`src/sv/serial_frame_receiver_top_macros.svh`:
```
// Assertion macros for the serial frame receiver.
`ifndef SERIAL_FRAME_RECEIVER_TOP_MACROS_SVH
`define SERIAL_FRAME_RECEIVER_TOP_MACROS_SVH

// Same-cycle implication, checked out of reset.
`define SFR_ASSERT_IMPLY(label, clk, rstn, lhs, rhs, msg) \
    label: assert property (@(posedge clk) disable iff (!(rstn)) (lhs) |-> (rhs)) \
        else $error(msg);

// Next-cycle implication, checked out of reset.
`define SFR_ASSERT_NEXT(label, clk, rstn, lhs, rhs, msg) \
    label: assert property (@(posedge clk) disable iff (!(rstn)) (lhs) |=> (rhs)) \
        else $error(msg);

`endif

```
`src/sv/sfr_pkg.sv`:
```
// Shared types and constants of the serial frame receiver.
package sfr_pkg;

    localparam int BYTE_W     = 8;
    localparam int STATUS_W   = 2;
    localparam int CFG_IDX_W  = 2;
    localparam int S_TDATA_W  = 8;
    localparam int M_TDATA_W  = 40;
    localparam int M_TUSER_W  = 1;

    // Register indexes
    localparam logic [CFG_IDX_W-1:0] CFG_HEADER_FIRST      = 2'd0;
    localparam logic [CFG_IDX_W-1:0] CFG_HEADER_SECOND     = 2'd1;
    localparam logic [CFG_IDX_W-1:0] CFG_INSTRUCTION_LIMIT = 2'd2;

    localparam logic [BYTE_W-1:0] HEADER_FIRST_RST      = 8'd5;
    localparam logic [BYTE_W-1:0] HEADER_SECOND_RST     = 8'd9;
    localparam logic [BYTE_W-1:0] INSTRUCTION_LIMIT_RST = 8'd10;

    // Frame end status codes
    localparam logic [STATUS_W-1:0] ST_OK      = 2'd0;
    localparam logic [STATUS_W-1:0] ST_BADSUM  = 2'd1;
    localparam logic [STATUS_W-1:0] ST_ZEROLEN = 2'd2;
    localparam logic [STATUS_W-1:0] ST_SHORT   = 2'd3;

    // Result item kinds
    localparam logic ITEM_PAYLOAD = 1'b0;
    localparam logic ITEM_END     = 1'b1;

    localparam logic [BYTE_W-1:0] MIN_TOPIC_LEN = 8'd3;

endpackage

```
`src/sv/serial_frame_receiver_top.sv`:
```
// Serial frame receiver: header hunt, length count, checksum and payload split.
//
//  channel  | dir | handshake                 | content
//  ---------+-----+---------------------------+----------------------------------
//  s_       | in  | s_tvalid / s_tready       | s_tdata: rx_byte
//  m_       | out | m_tvalid / m_tready       | m_tdata: frame fields, m_tuser: kind
//  cfg_     | in  | cfg_valid / cfg_ready     | cfg_index, cfg_data (register write)
//
// One byte per cycle sustained while not stalled. From s_ accept to m_tvalid a byte passes
// an input register, then the phase/sum update feeding the result register.
// Byte processing stalls only while the result register is full and m_tready is
// low; s_tready drops once the input register is also held.
// aresetn is synchronous, active low; config returns to 5 / 9 / 10.
// cfg_ready is always high; writes are taken in any cycle.
`include "serial_frame_receiver_top_macros.svh"

module serial_frame_receiver_top (
    input  logic                            aclk,
    input  logic                            aresetn,
    input  logic                            s_tvalid,
    output logic                            s_tready,
    input  logic [sfr_pkg::S_TDATA_W-1:0]   s_tdata,   // [7:0] rx_byte
    output logic                            m_tvalid,
    input  logic                            m_tready,
    // [7:0] payload_byte, [15:8] frame_tag, [16] is_instruction,
    // [24:17] msg_type, [26:25] frame_status, [34:27] frame_length, [39:35] 0
    output logic [sfr_pkg::M_TDATA_W-1:0]   m_tdata,
    output logic [sfr_pkg::M_TUSER_W-1:0]   m_tuser,   // [0] item_type
    input  logic                            cfg_valid,
    output logic                            cfg_ready,
    input  logic [sfr_pkg::CFG_IDX_W-1:0]   cfg_index,
    input  logic [sfr_pkg::BYTE_W-1:0]      cfg_data
);
    import sfr_pkg::*;

    typedef enum logic [1:0] {
        PH_H1,
        PH_H2,
        PH_LEN,
        PH_BODY
    } phase_t;

    // Configuration
    logic [BYTE_W-1:0] header_first_reg;
    logic [BYTE_W-1:0] header_second_reg;
    logic [BYTE_W-1:0] instr_limit_reg;

    // Input stage
    logic              in_valid_reg;
    logic [BYTE_W-1:0] in_byte_reg;

    // Frame state
    phase_t            phase_reg,   phase_next;
    logic [BYTE_W-1:0] length_reg,  length_next;
    logic [BYTE_W-1:0] index_reg,   index_next;
    logic [BYTE_W-1:0] sum_reg,     sum_next;
    logic [BYTE_W-1:0] tag_reg,     tag_next;
    logic [BYTE_W-1:0] type_reg,    type_next;

    // Result stage
    logic                out_valid_reg;
    logic                out_kind_reg;
    logic [BYTE_W-1:0]   out_payload_reg;
    logic [BYTE_W-1:0]   out_tag_reg;
    logic                out_instr_reg;
    logic [BYTE_W-1:0]   out_type_reg;
    logic [STATUS_W-1:0] out_status_reg;
    logic [BYTE_W-1:0]   out_length_reg;

    logic                res_valid;
    logic                res_kind;
    logic [BYTE_W-1:0]   res_payload;
    logic [BYTE_W-1:0]   res_tag;
    logic                res_instr;
    logic [BYTE_W-1:0]   res_type;
    logic [STATUS_W-1:0] res_status;
    logic [BYTE_W-1:0]   res_length;

    logic              proc;
    logic [BYTE_W-1:0] b;
    logic [BYTE_W-1:0] tag_cur;
    logic [BYTE_W-1:0] index_inc;
    logic              instr;
    logic              last;

    assign proc      = in_valid_reg && (!out_valid_reg || m_tready);
    assign s_tready  = !in_valid_reg || proc;
    assign cfg_ready = 1'b1;

    assign b         = in_byte_reg;
    assign tag_cur   = (index_reg == '0) ? b : tag_reg;
    assign index_inc = index_reg + BYTE_W'(1);
    assign instr     = tag_cur < instr_limit_reg;
    assign last      = index_inc >= length_reg;

    always_comb begin
        phase_next  = phase_reg;
        length_next = length_reg;
        index_next  = index_reg;
        sum_next    = sum_reg;
        tag_next    = tag_reg;
        type_next   = type_reg;
        res_valid   = 1'b0;
        res_kind    = ITEM_PAYLOAD;
        res_payload = '0;
        res_tag     = '0;
        res_instr   = 1'b0;
        res_type    = '0;
        res_status  = ST_OK;
        res_length  = '0;
        if (proc) begin
            unique case (phase_reg)
                PH_H1: begin
                    if (b == header_first_reg) begin
                        phase_next = PH_H2;
                    end
                end
                PH_H2: begin
                    // second byte wins when both header bytes are equal
                    if (b == header_second_reg) begin
                        phase_next = PH_LEN;
                    end else if (b != header_first_reg) begin
                        phase_next = PH_H1;
                    end
                end
                PH_LEN: begin
                    length_next = b;
                    index_next  = '0;
                    sum_next    = b;
                    tag_next    = '0;
                    type_next   = '0;
                    if (b == '0) begin
                        phase_next = PH_H1;
                        res_valid  = 1'b1;
                        res_kind   = ITEM_END;
                        res_status = ST_ZEROLEN;
                    end else begin
                        phase_next = PH_BODY;
                    end
                end
                PH_BODY: begin
                    tag_next = tag_cur;
                    if (last) begin
                        // checksum byte closes the frame
                        phase_next  = PH_H1;
                        index_next  = '0;
                        res_valid   = 1'b1;
                        res_kind    = ITEM_END;
                        res_tag     = tag_cur;
                        res_instr   = instr;
                        res_type    = instr ? '0 : type_reg;
                        res_length  = length_reg;
                        if (sum_reg != b) begin
                            res_status = ST_BADSUM;
                        end else if (!instr && (length_reg < MIN_TOPIC_LEN)) begin
                            res_status = ST_SHORT;
                        end else begin
                            res_status = ST_OK;
                        end
                    end else begin
                        sum_next   = sum_reg + b;
                        index_next = index_inc;
                        if ((index_reg == BYTE_W'(1)) && !instr) begin
                            type_next = b;
                        end
                        if ((index_reg >= BYTE_W'(2)) && !instr) begin
                            res_valid   = 1'b1;
                            res_kind    = ITEM_PAYLOAD;
                            res_payload = b;
                            res_tag     = tag_cur;
                            res_type    = type_reg;
                            res_length  = length_reg;
                        end
                    end
                end
            endcase
        end
    end

    always_ff @(posedge aclk) begin
        if (!aresetn) begin
            header_first_reg  <= HEADER_FIRST_RST;
            header_second_reg <= HEADER_SECOND_RST;
            instr_limit_reg   <= INSTRUCTION_LIMIT_RST;
            in_valid_reg      <= 1'b0;
            phase_reg         <= PH_H1;
            length_reg        <= '0;
            index_reg         <= '0;
            sum_reg           <= '0;
            tag_reg           <= '0;
            type_reg          <= '0;
            out_valid_reg     <= 1'b0;
        end else begin
            if (cfg_valid && cfg_ready) begin
                unique case (cfg_index)
                    CFG_HEADER_FIRST:      header_first_reg  <= cfg_data;
                    CFG_HEADER_SECOND:     header_second_reg <= cfg_data;
                    CFG_INSTRUCTION_LIMIT: instr_limit_reg   <= cfg_data;
                    default: ;
                endcase
            end
            if (s_tready) begin
                in_valid_reg <= s_tvalid;
            end
            phase_reg  <= phase_next;
            length_reg <= length_next;
            index_reg  <= index_next;
            sum_reg    <= sum_next;
            tag_reg    <= tag_next;
            type_reg   <= type_next;
            if (proc) begin
                out_valid_reg <= res_valid;
            end else if (m_tready) begin
                out_valid_reg <= 1'b0;
            end
        end
    end

    // Payload registers, no reset
    always_ff @(posedge aclk) begin
        if (s_tready && s_tvalid) begin
            in_byte_reg <= s_tdata;
        end
        if (proc) begin
            out_kind_reg    <= res_kind;
            out_payload_reg <= res_payload;
            out_tag_reg     <= res_tag;
            out_instr_reg   <= res_instr;
            out_type_reg    <= res_type;
            out_status_reg  <= res_status;
            out_length_reg  <= res_length;
        end
    end

    assign m_tvalid = out_valid_reg;
    assign m_tuser  = out_kind_reg;
    assign m_tdata  = {5'b0, out_length_reg, out_status_reg, out_type_reg,
                       out_instr_reg, out_tag_reg, out_payload_reg};

    `SFR_ASSERT_IMPLY(a_payload_ok, aclk, aresetn,
        m_tvalid && (m_tuser[0] == ITEM_PAYLOAD),
        (m_tdata[26:25] == ST_OK) && !m_tdata[16], "payload item from non-topic frame")
    `SFR_ASSERT_IMPLY(a_zerolen_clear, aclk, aresetn,
        m_tvalid && (m_tdata[26:25] == ST_ZEROLEN),
        (m_tdata[34:27] == '0) && (m_tdata[15:8] == '0) && (m_tuser[0] == ITEM_END),
        "zero-length report carries stale fields")
    `SFR_ASSERT_NEXT(a_len_to_body, aclk, aresetn,
        proc && (phase_reg == PH_LEN) && (b != '0),
        (phase_reg == PH_BODY) && (index_reg == '0), "length byte did not open body")
    `SFR_ASSERT_NEXT(a_result_shown, aclk, aresetn,
        proc && res_valid, m_tvalid, "result lost on its way to the output register")
    `SFR_ASSERT_IMPLY(a_stall_held, aclk, aresetn,
        !s_tready, in_valid_reg && out_valid_reg && !m_tready,
        "input stalled without a full pipeline")

endmodule

```
`config.mk`:
```
export PLATFORM = sky130hd
export DESIGN_NAME = serial_frame_receiver_top
export DESIGN_NICKNAME = d
export VERILOG_FILES = /design/src/sv/sfr_pkg.sv /design/src/sv/serial_frame_receiver_top.sv
export VERILOG_INCLUDE_DIRS = /design/src /design/src/sv
export SDC_FILE = /design/constraint.sdc
export NUM_CORES = 1
export LEC_CHECK = 0
export BUFFER_PORTS_ARGS = -buffer_cell sky130_fd_sc_hd__buf_2
export CORE_ASPECT_RATIO = 1.1
export CORE_MARGIN = 4
export CORE_UTILIZATION = 40
export DETAILED_ROUTE_END_ITERATION = 8
export MAX_ROUTING_LAYER = met4
export SLEW_MARGIN = 10
export SYNTH_ARGS = -nofsm -noshare
export SYNTH_HDL_FRONTEND = slang
export SYNTH_SLANG_ARGS = --single-unit
```
`constraint.sdc`:
```
create_clock -name aclk -period 6.1 [get_ports aclk]
set_clock_uncertainty 0.1 [all_clocks]
set_input_delay 0.61 -clock aclk [delete_from_list [all_inputs] [get_ports aclk]]
set_output_delay 0.61 -clock aclk [all_outputs]
set_load 0.02 [all_outputs]
```
After elaboration in Yosys (flattened, before gate mapping)

Index checks and enable logic that the tools add are counted.
W data, S select, Z words.

Magnitude comparators: 4
Muxes and demuxes: 35
Equal/unequal tests: 15
Add/subtract/negate cells: 2
Reductions and logical operators: 26
Bitwise operators: 2

Operators by type and width:

| operator              | count |
|---|---|
| $mux W8               | 12 |
| $pmux W8 S2           | 4 |
| $mux W2               | 9 |
| $eq A8 B8 Y1          | 2 |
| $logic_not A8 Y1      | 2 |
| $ne A8 B8 Y1          | 2 |
| $reduce_and A2 Y1     | 6 |
| $add A8 B1 Y8 const B | 1 |
| $add A8 B8 Y8         | 1 |
| $eq A8 B1 Y1 const B  | 1 |
| $ge A8 B2 Y1 const B  | 1 |
| $ge A8 B8 Y1          | 1 |
| $lt A8 B2 Y1 const B  | 1 |
| $lt A8 B8 Y1          | 1 |
| $ne A2 B2 Y1 const B  | 4 |
| $pmux W2 S4           | 1 |
| $reduce_and A4 Y1     | 2 |
| $eq A2 B2 Y1 const B  | 3 |
| $mux W1               | 6 |
| $logic_and A1 B1 Y1   | 5 |
| $eq A2 B1 Y1 const B  | 2 |
| $logic_not A2 Y1      | 2 |
| $pmux W1 S2           | 2 |
| $pmux W2 S2           | 1 |
| 7 further kinds       | 12 |

Word-level logic and storage cells: 103
Output and inout port bits: 44
Bits in registers: 112

Logic depth before layout (Yosys ltp)

Depth after elaboration: 9
Mapped depth: 13

Least setup slack after synthesis

Ideal clock, no wire load.

Path kind: register to register
From: register index_reg[4]
To: register out_tag_reg[1], data pin
Data required time: 5.739 ns
Arrival time: 3.011 ns
Buffers on the path: 1
Stages on the path, launching flop included: 14
Period minus slack after synthesis: 3.372 ns
Path slack: 2.728 ns
Cell sequence: dfxtp_1 > or4_4 > nor2_1 > nand2_1 > mux2i_1 > inv_1 > ha_1 > a21o_1 > a21o_1 > a211o_1 > o21bai_1 > a21o_1 > buf_2 > nor2_1

Cells in the longest elaborated chain, start to end: 7
Elaborated cells on any way between the ends: 10

RTL lines:

| element                                                               | line                             | RTL |
|---|---|---|
| from (decl)                                                           | serial_frame_receiver_top.sv:55  | `logic [BYTE_W-1:0] index_reg, index_next;` |
| from (signal assigned)                                                | serial_frame_receiver_top.sv:207 | `index_reg <= index_next;` |
| parallel branches: the longest is 6 deep, another holds $add A8 B1 Y8 | --                               |  |
| $mux W8 (*)                                                           | serial_frame_receiver_top.sv:143 | `if (last) begin` |
| to (signal assigned)                                                  | serial_frame_receiver_top.sv:227 | `out_tag_reg <= res_tag;` |
| to (decl)                                                             | serial_frame_receiver_top.sv:64  | `logic [BYTE_W-1:0] out_tag_reg;` |

Mark *: on every way between the ends.
A chain may end at the register's enable or synchronous reset.

Final worst setup path

From: register index_reg[4]
To: register out_tag_reg[7], data pin

The elaborated chain is that of the path after synthesis.

==> impl_metrics.yaml <==
grt:
  grt_max_degree: 50
  globalRouteTotalUtil_pct: 17.4
  grt_pass1_wl_mm: 20.6
  grt-ovfl-total: 0
  antenna_found_initial: 0
  first_global_vias: 4022
placement:
  portBuffers: 60
  place.gp.congestion: 0.855
  pre_cts_slack_ps: 2220
  dp_hpwl_mm: 9.12
setup_path:
  rrSetupSlack_ps: 2200
  cp.arrival_ps: 3880
  r2r-end: "out_tag_reg[7]$_SDFFCE_PN0P_"
  reg2regPathDepth: 12
  critPathLaunchType: "flip-flop"
  required_ps: 6080
  critPathCaptureType: "flip-flop"
  crit_type: "reg -> reg"
  critical_path_peak_fanout: 14
  r2r_start: "index_reg[4]$_SDFFE_PN0P_"
cells_and_area:
  layout.nets: 653
  layout_commonest_cell: "dfxtp_1"
  syn_to_final_growth_pct: 12.3
  diodes: 0
  most-common-layout-cells: "dfxtp_1, nor2_1, buf_2"
  drive_gt1_share_pct: 14.6
sta:
  hold_viol: 0
  max-slew-margin-rel_pct: 27.6
  fmax_ghz: 0.256
  drv_slew: 0
  min_period_ps: 3900
  post-route-period-util_pct: 63.9
  post-route-worst-setup-slack_ps: 2200
  fin_tns_setup_ps: 0
  finalSetupViolations: 0
  tightestPinTransition_ps: 1080
  rsz0062_at_grt: "no"
synth:
  synth_edf_count: 44
  synth_area_leaders: "dfxtp_1, edfxtp_1, ha_1"
  synth_top_area_cell: "dfxtp_1"
  synth_top_area_share_pct: 24.8
  synthArstFlopShare_pct: 0
  synthFlopType: "dfxtp_1"
  ys_warn_count: 0
  yosysSeqAreaShare_pct: 49.0
  ys_types: 51
  synth_area_sq_mm: 0.00548
  ys_seq_elements: 112
  syn_area_per_cell_sq_um: 9.75
  syn_inst: 562
clocking:
  tritoncts: "done"
  cts_sinks: 112
  clock_latency_ps: 350
  post_cts_buffers: 0
  root_buffer: "clkbuf_16"
  postCtsHoldBufs: 0
  cts_inserted_buffers: 9
  cts-htree-levels: 3
  postCtsResizedCells: 0
  clk_path_buf_depth: 2
  path_clk_slew_ps: 70
route:
  drtIter0Drc: 235
  drcViolationCount: 0
  wire_per_inst_um: 15.9
  avgViaCountPerCell: 5.20
  vias: 4117
  wl_mm: 12.6
  drtPass1Iterations: 4
  ant_nets: 0
die:
  rows: 44
  fp.coreArea_sq_mm: 0.0133
  die_x_um: 120
  ios: 67
  initial_core_util_pct: 41.1
  dieArea_sq_mm: 0.0156
  die_height_um: 131
hold_path:
  hold_start: "s_tdata[6]"
  min_path_cells: 1
  min_delay_worst_endpoint: "b[6]$_DFFE_PP_"
  min_path_type: "in -> reg"
run_status:
  outcome: "finished, final reports clean"
power_and_ir_drop:
  total_power_uw: 1480
  power_density_mw_per_mm2: 240
  p_leak_uw: 0.00253
  ir_drop_uv: 113
run:
  drv_cap: 0
routing by layer:
layer | routed length [um] | global-route usage (%) | vias up
li1 | - | - | 2054
met1 | 5600 | 20.3 | 1952
met2 | 6170 | 29.4 | 90
met3 | 463 | 3.01 | 21
met4 | 347 | 8.22 | 0
met5 | 0 | - | -
per-stage QoR:
stage | util (%) | hold slack, ps | cells | cell area (sq um)
6_report | 46.2 | 333 | 792 | 6150
5_1_grt | 46.2 | 325 | 792 | 6150
4_1_cts | 46.2 | 318 | 792 | 6150
3_5_place_dp | 44.1 | 360 | 776 | 5880
3_3_place_gp | 44.1 | 354 | 776 | 5880
2_1_floorplan | - | 341 | 566 | 5490
synthesized netlist by cell type (3+ instances only):
master,n
dfxtp_1,68
nor2_1,61
nand2_1,48
edfxtp_1,44
inv_1,34
mux2i_1,30
ha_1,26
a21oi_1,24
clkbuf_1,24
o21ai_0,24
and2_1,20
nand3_1,13
xnor2_1,13
xor2_1,10
a22o_1,8
a31oi_1,8
buf_4,8
nand4_1,8
nor3_1,7
nor4_1,7
a211oi_1,6
or4_1,6
a2bb2oi_1,5
a21o_1,4
buf_1,4
mux2_2,4
a22oi_1,3
a311oi_1,3
nand2b_1,3
nand3b_1,3
nor2b_1,3
o22ai_1,3
or2_2,3
or3_1,3
area by class of cell:
cell class / count / area (sq um)
Clock buffer: 12 / 248
Clock inverter: 4 / 26.3
Fill cell: 1301 / 7170
Inverter: 34 / 128
Multi-Input combinational cell: 383 / 2510
Sequential cell: 112 / 2680
Tap cell: 184 / 230
Timing Repair Buffer: 63 / 323
how the worst max path moves through the flow:
stage                     slack [ps]                             to                      start
final                           2200   out_tag_reg[7]$_SDFFCE_PN0P_  index_reg[4]$_SDFFE_PN0P_
after global routing            1880  out_type_reg[0]$_SDFFCE_PN0P_  index_reg[4]$_SDFFE_PN0P_
after CTS                       2200   out_tag_reg[7]$_SDFFCE_PN0P_  index_reg[4]$_SDFFE_PN0P_
after detailed placement        2220   out_tag_reg[7]$_SDFFCE_PN0P_  index_reg[4]$_SDFFE_PN0P_
after global placement          2300   out_tag_reg[5]$_SDFFCE_PN0P_  index_reg[4]$_SDFFE_PN0P_
after floorplan                 2730   out_tag_reg[1]$_SDFFCE_PN0P_  index_reg[4]$_SDFFE_PN0P_
kinds of logic (layout without fill, tap and decap cells):
group	Yosys count	in the layout	share of synthesized area, %
fa+ha+maj	27	27	6.30
simple gates	192	192	17.0
compound gates	101	101	12.2
buf+inv	71	113	5.43
xor+xnor	23	23	3.68
mux	34	34	6.30
other cells	2	6	0.137
flops	112	112	49.0
report_power, final:
part	switching (uW)	internal [uW]	leakage, uW
Sequential	23.1	791	0.00100
Combinational	62.0	40.7	0.00139
Clock	267	292	0.000141
Total	352	1120	0.00253
critical path: stages (launching register included):
cell and delay (ps):
dfxtp_1 360, or4_4 570, nor2_1 140, nand2_1 240
mux2i_1 330, inv_1 80, ha_1 300, a21o_1 160
a21o_1 170, a211o_1 340, o21bai_1 190, a21o_1 530
nor2_1 110
Note: power is estimated with default switching activity, not from simulation.
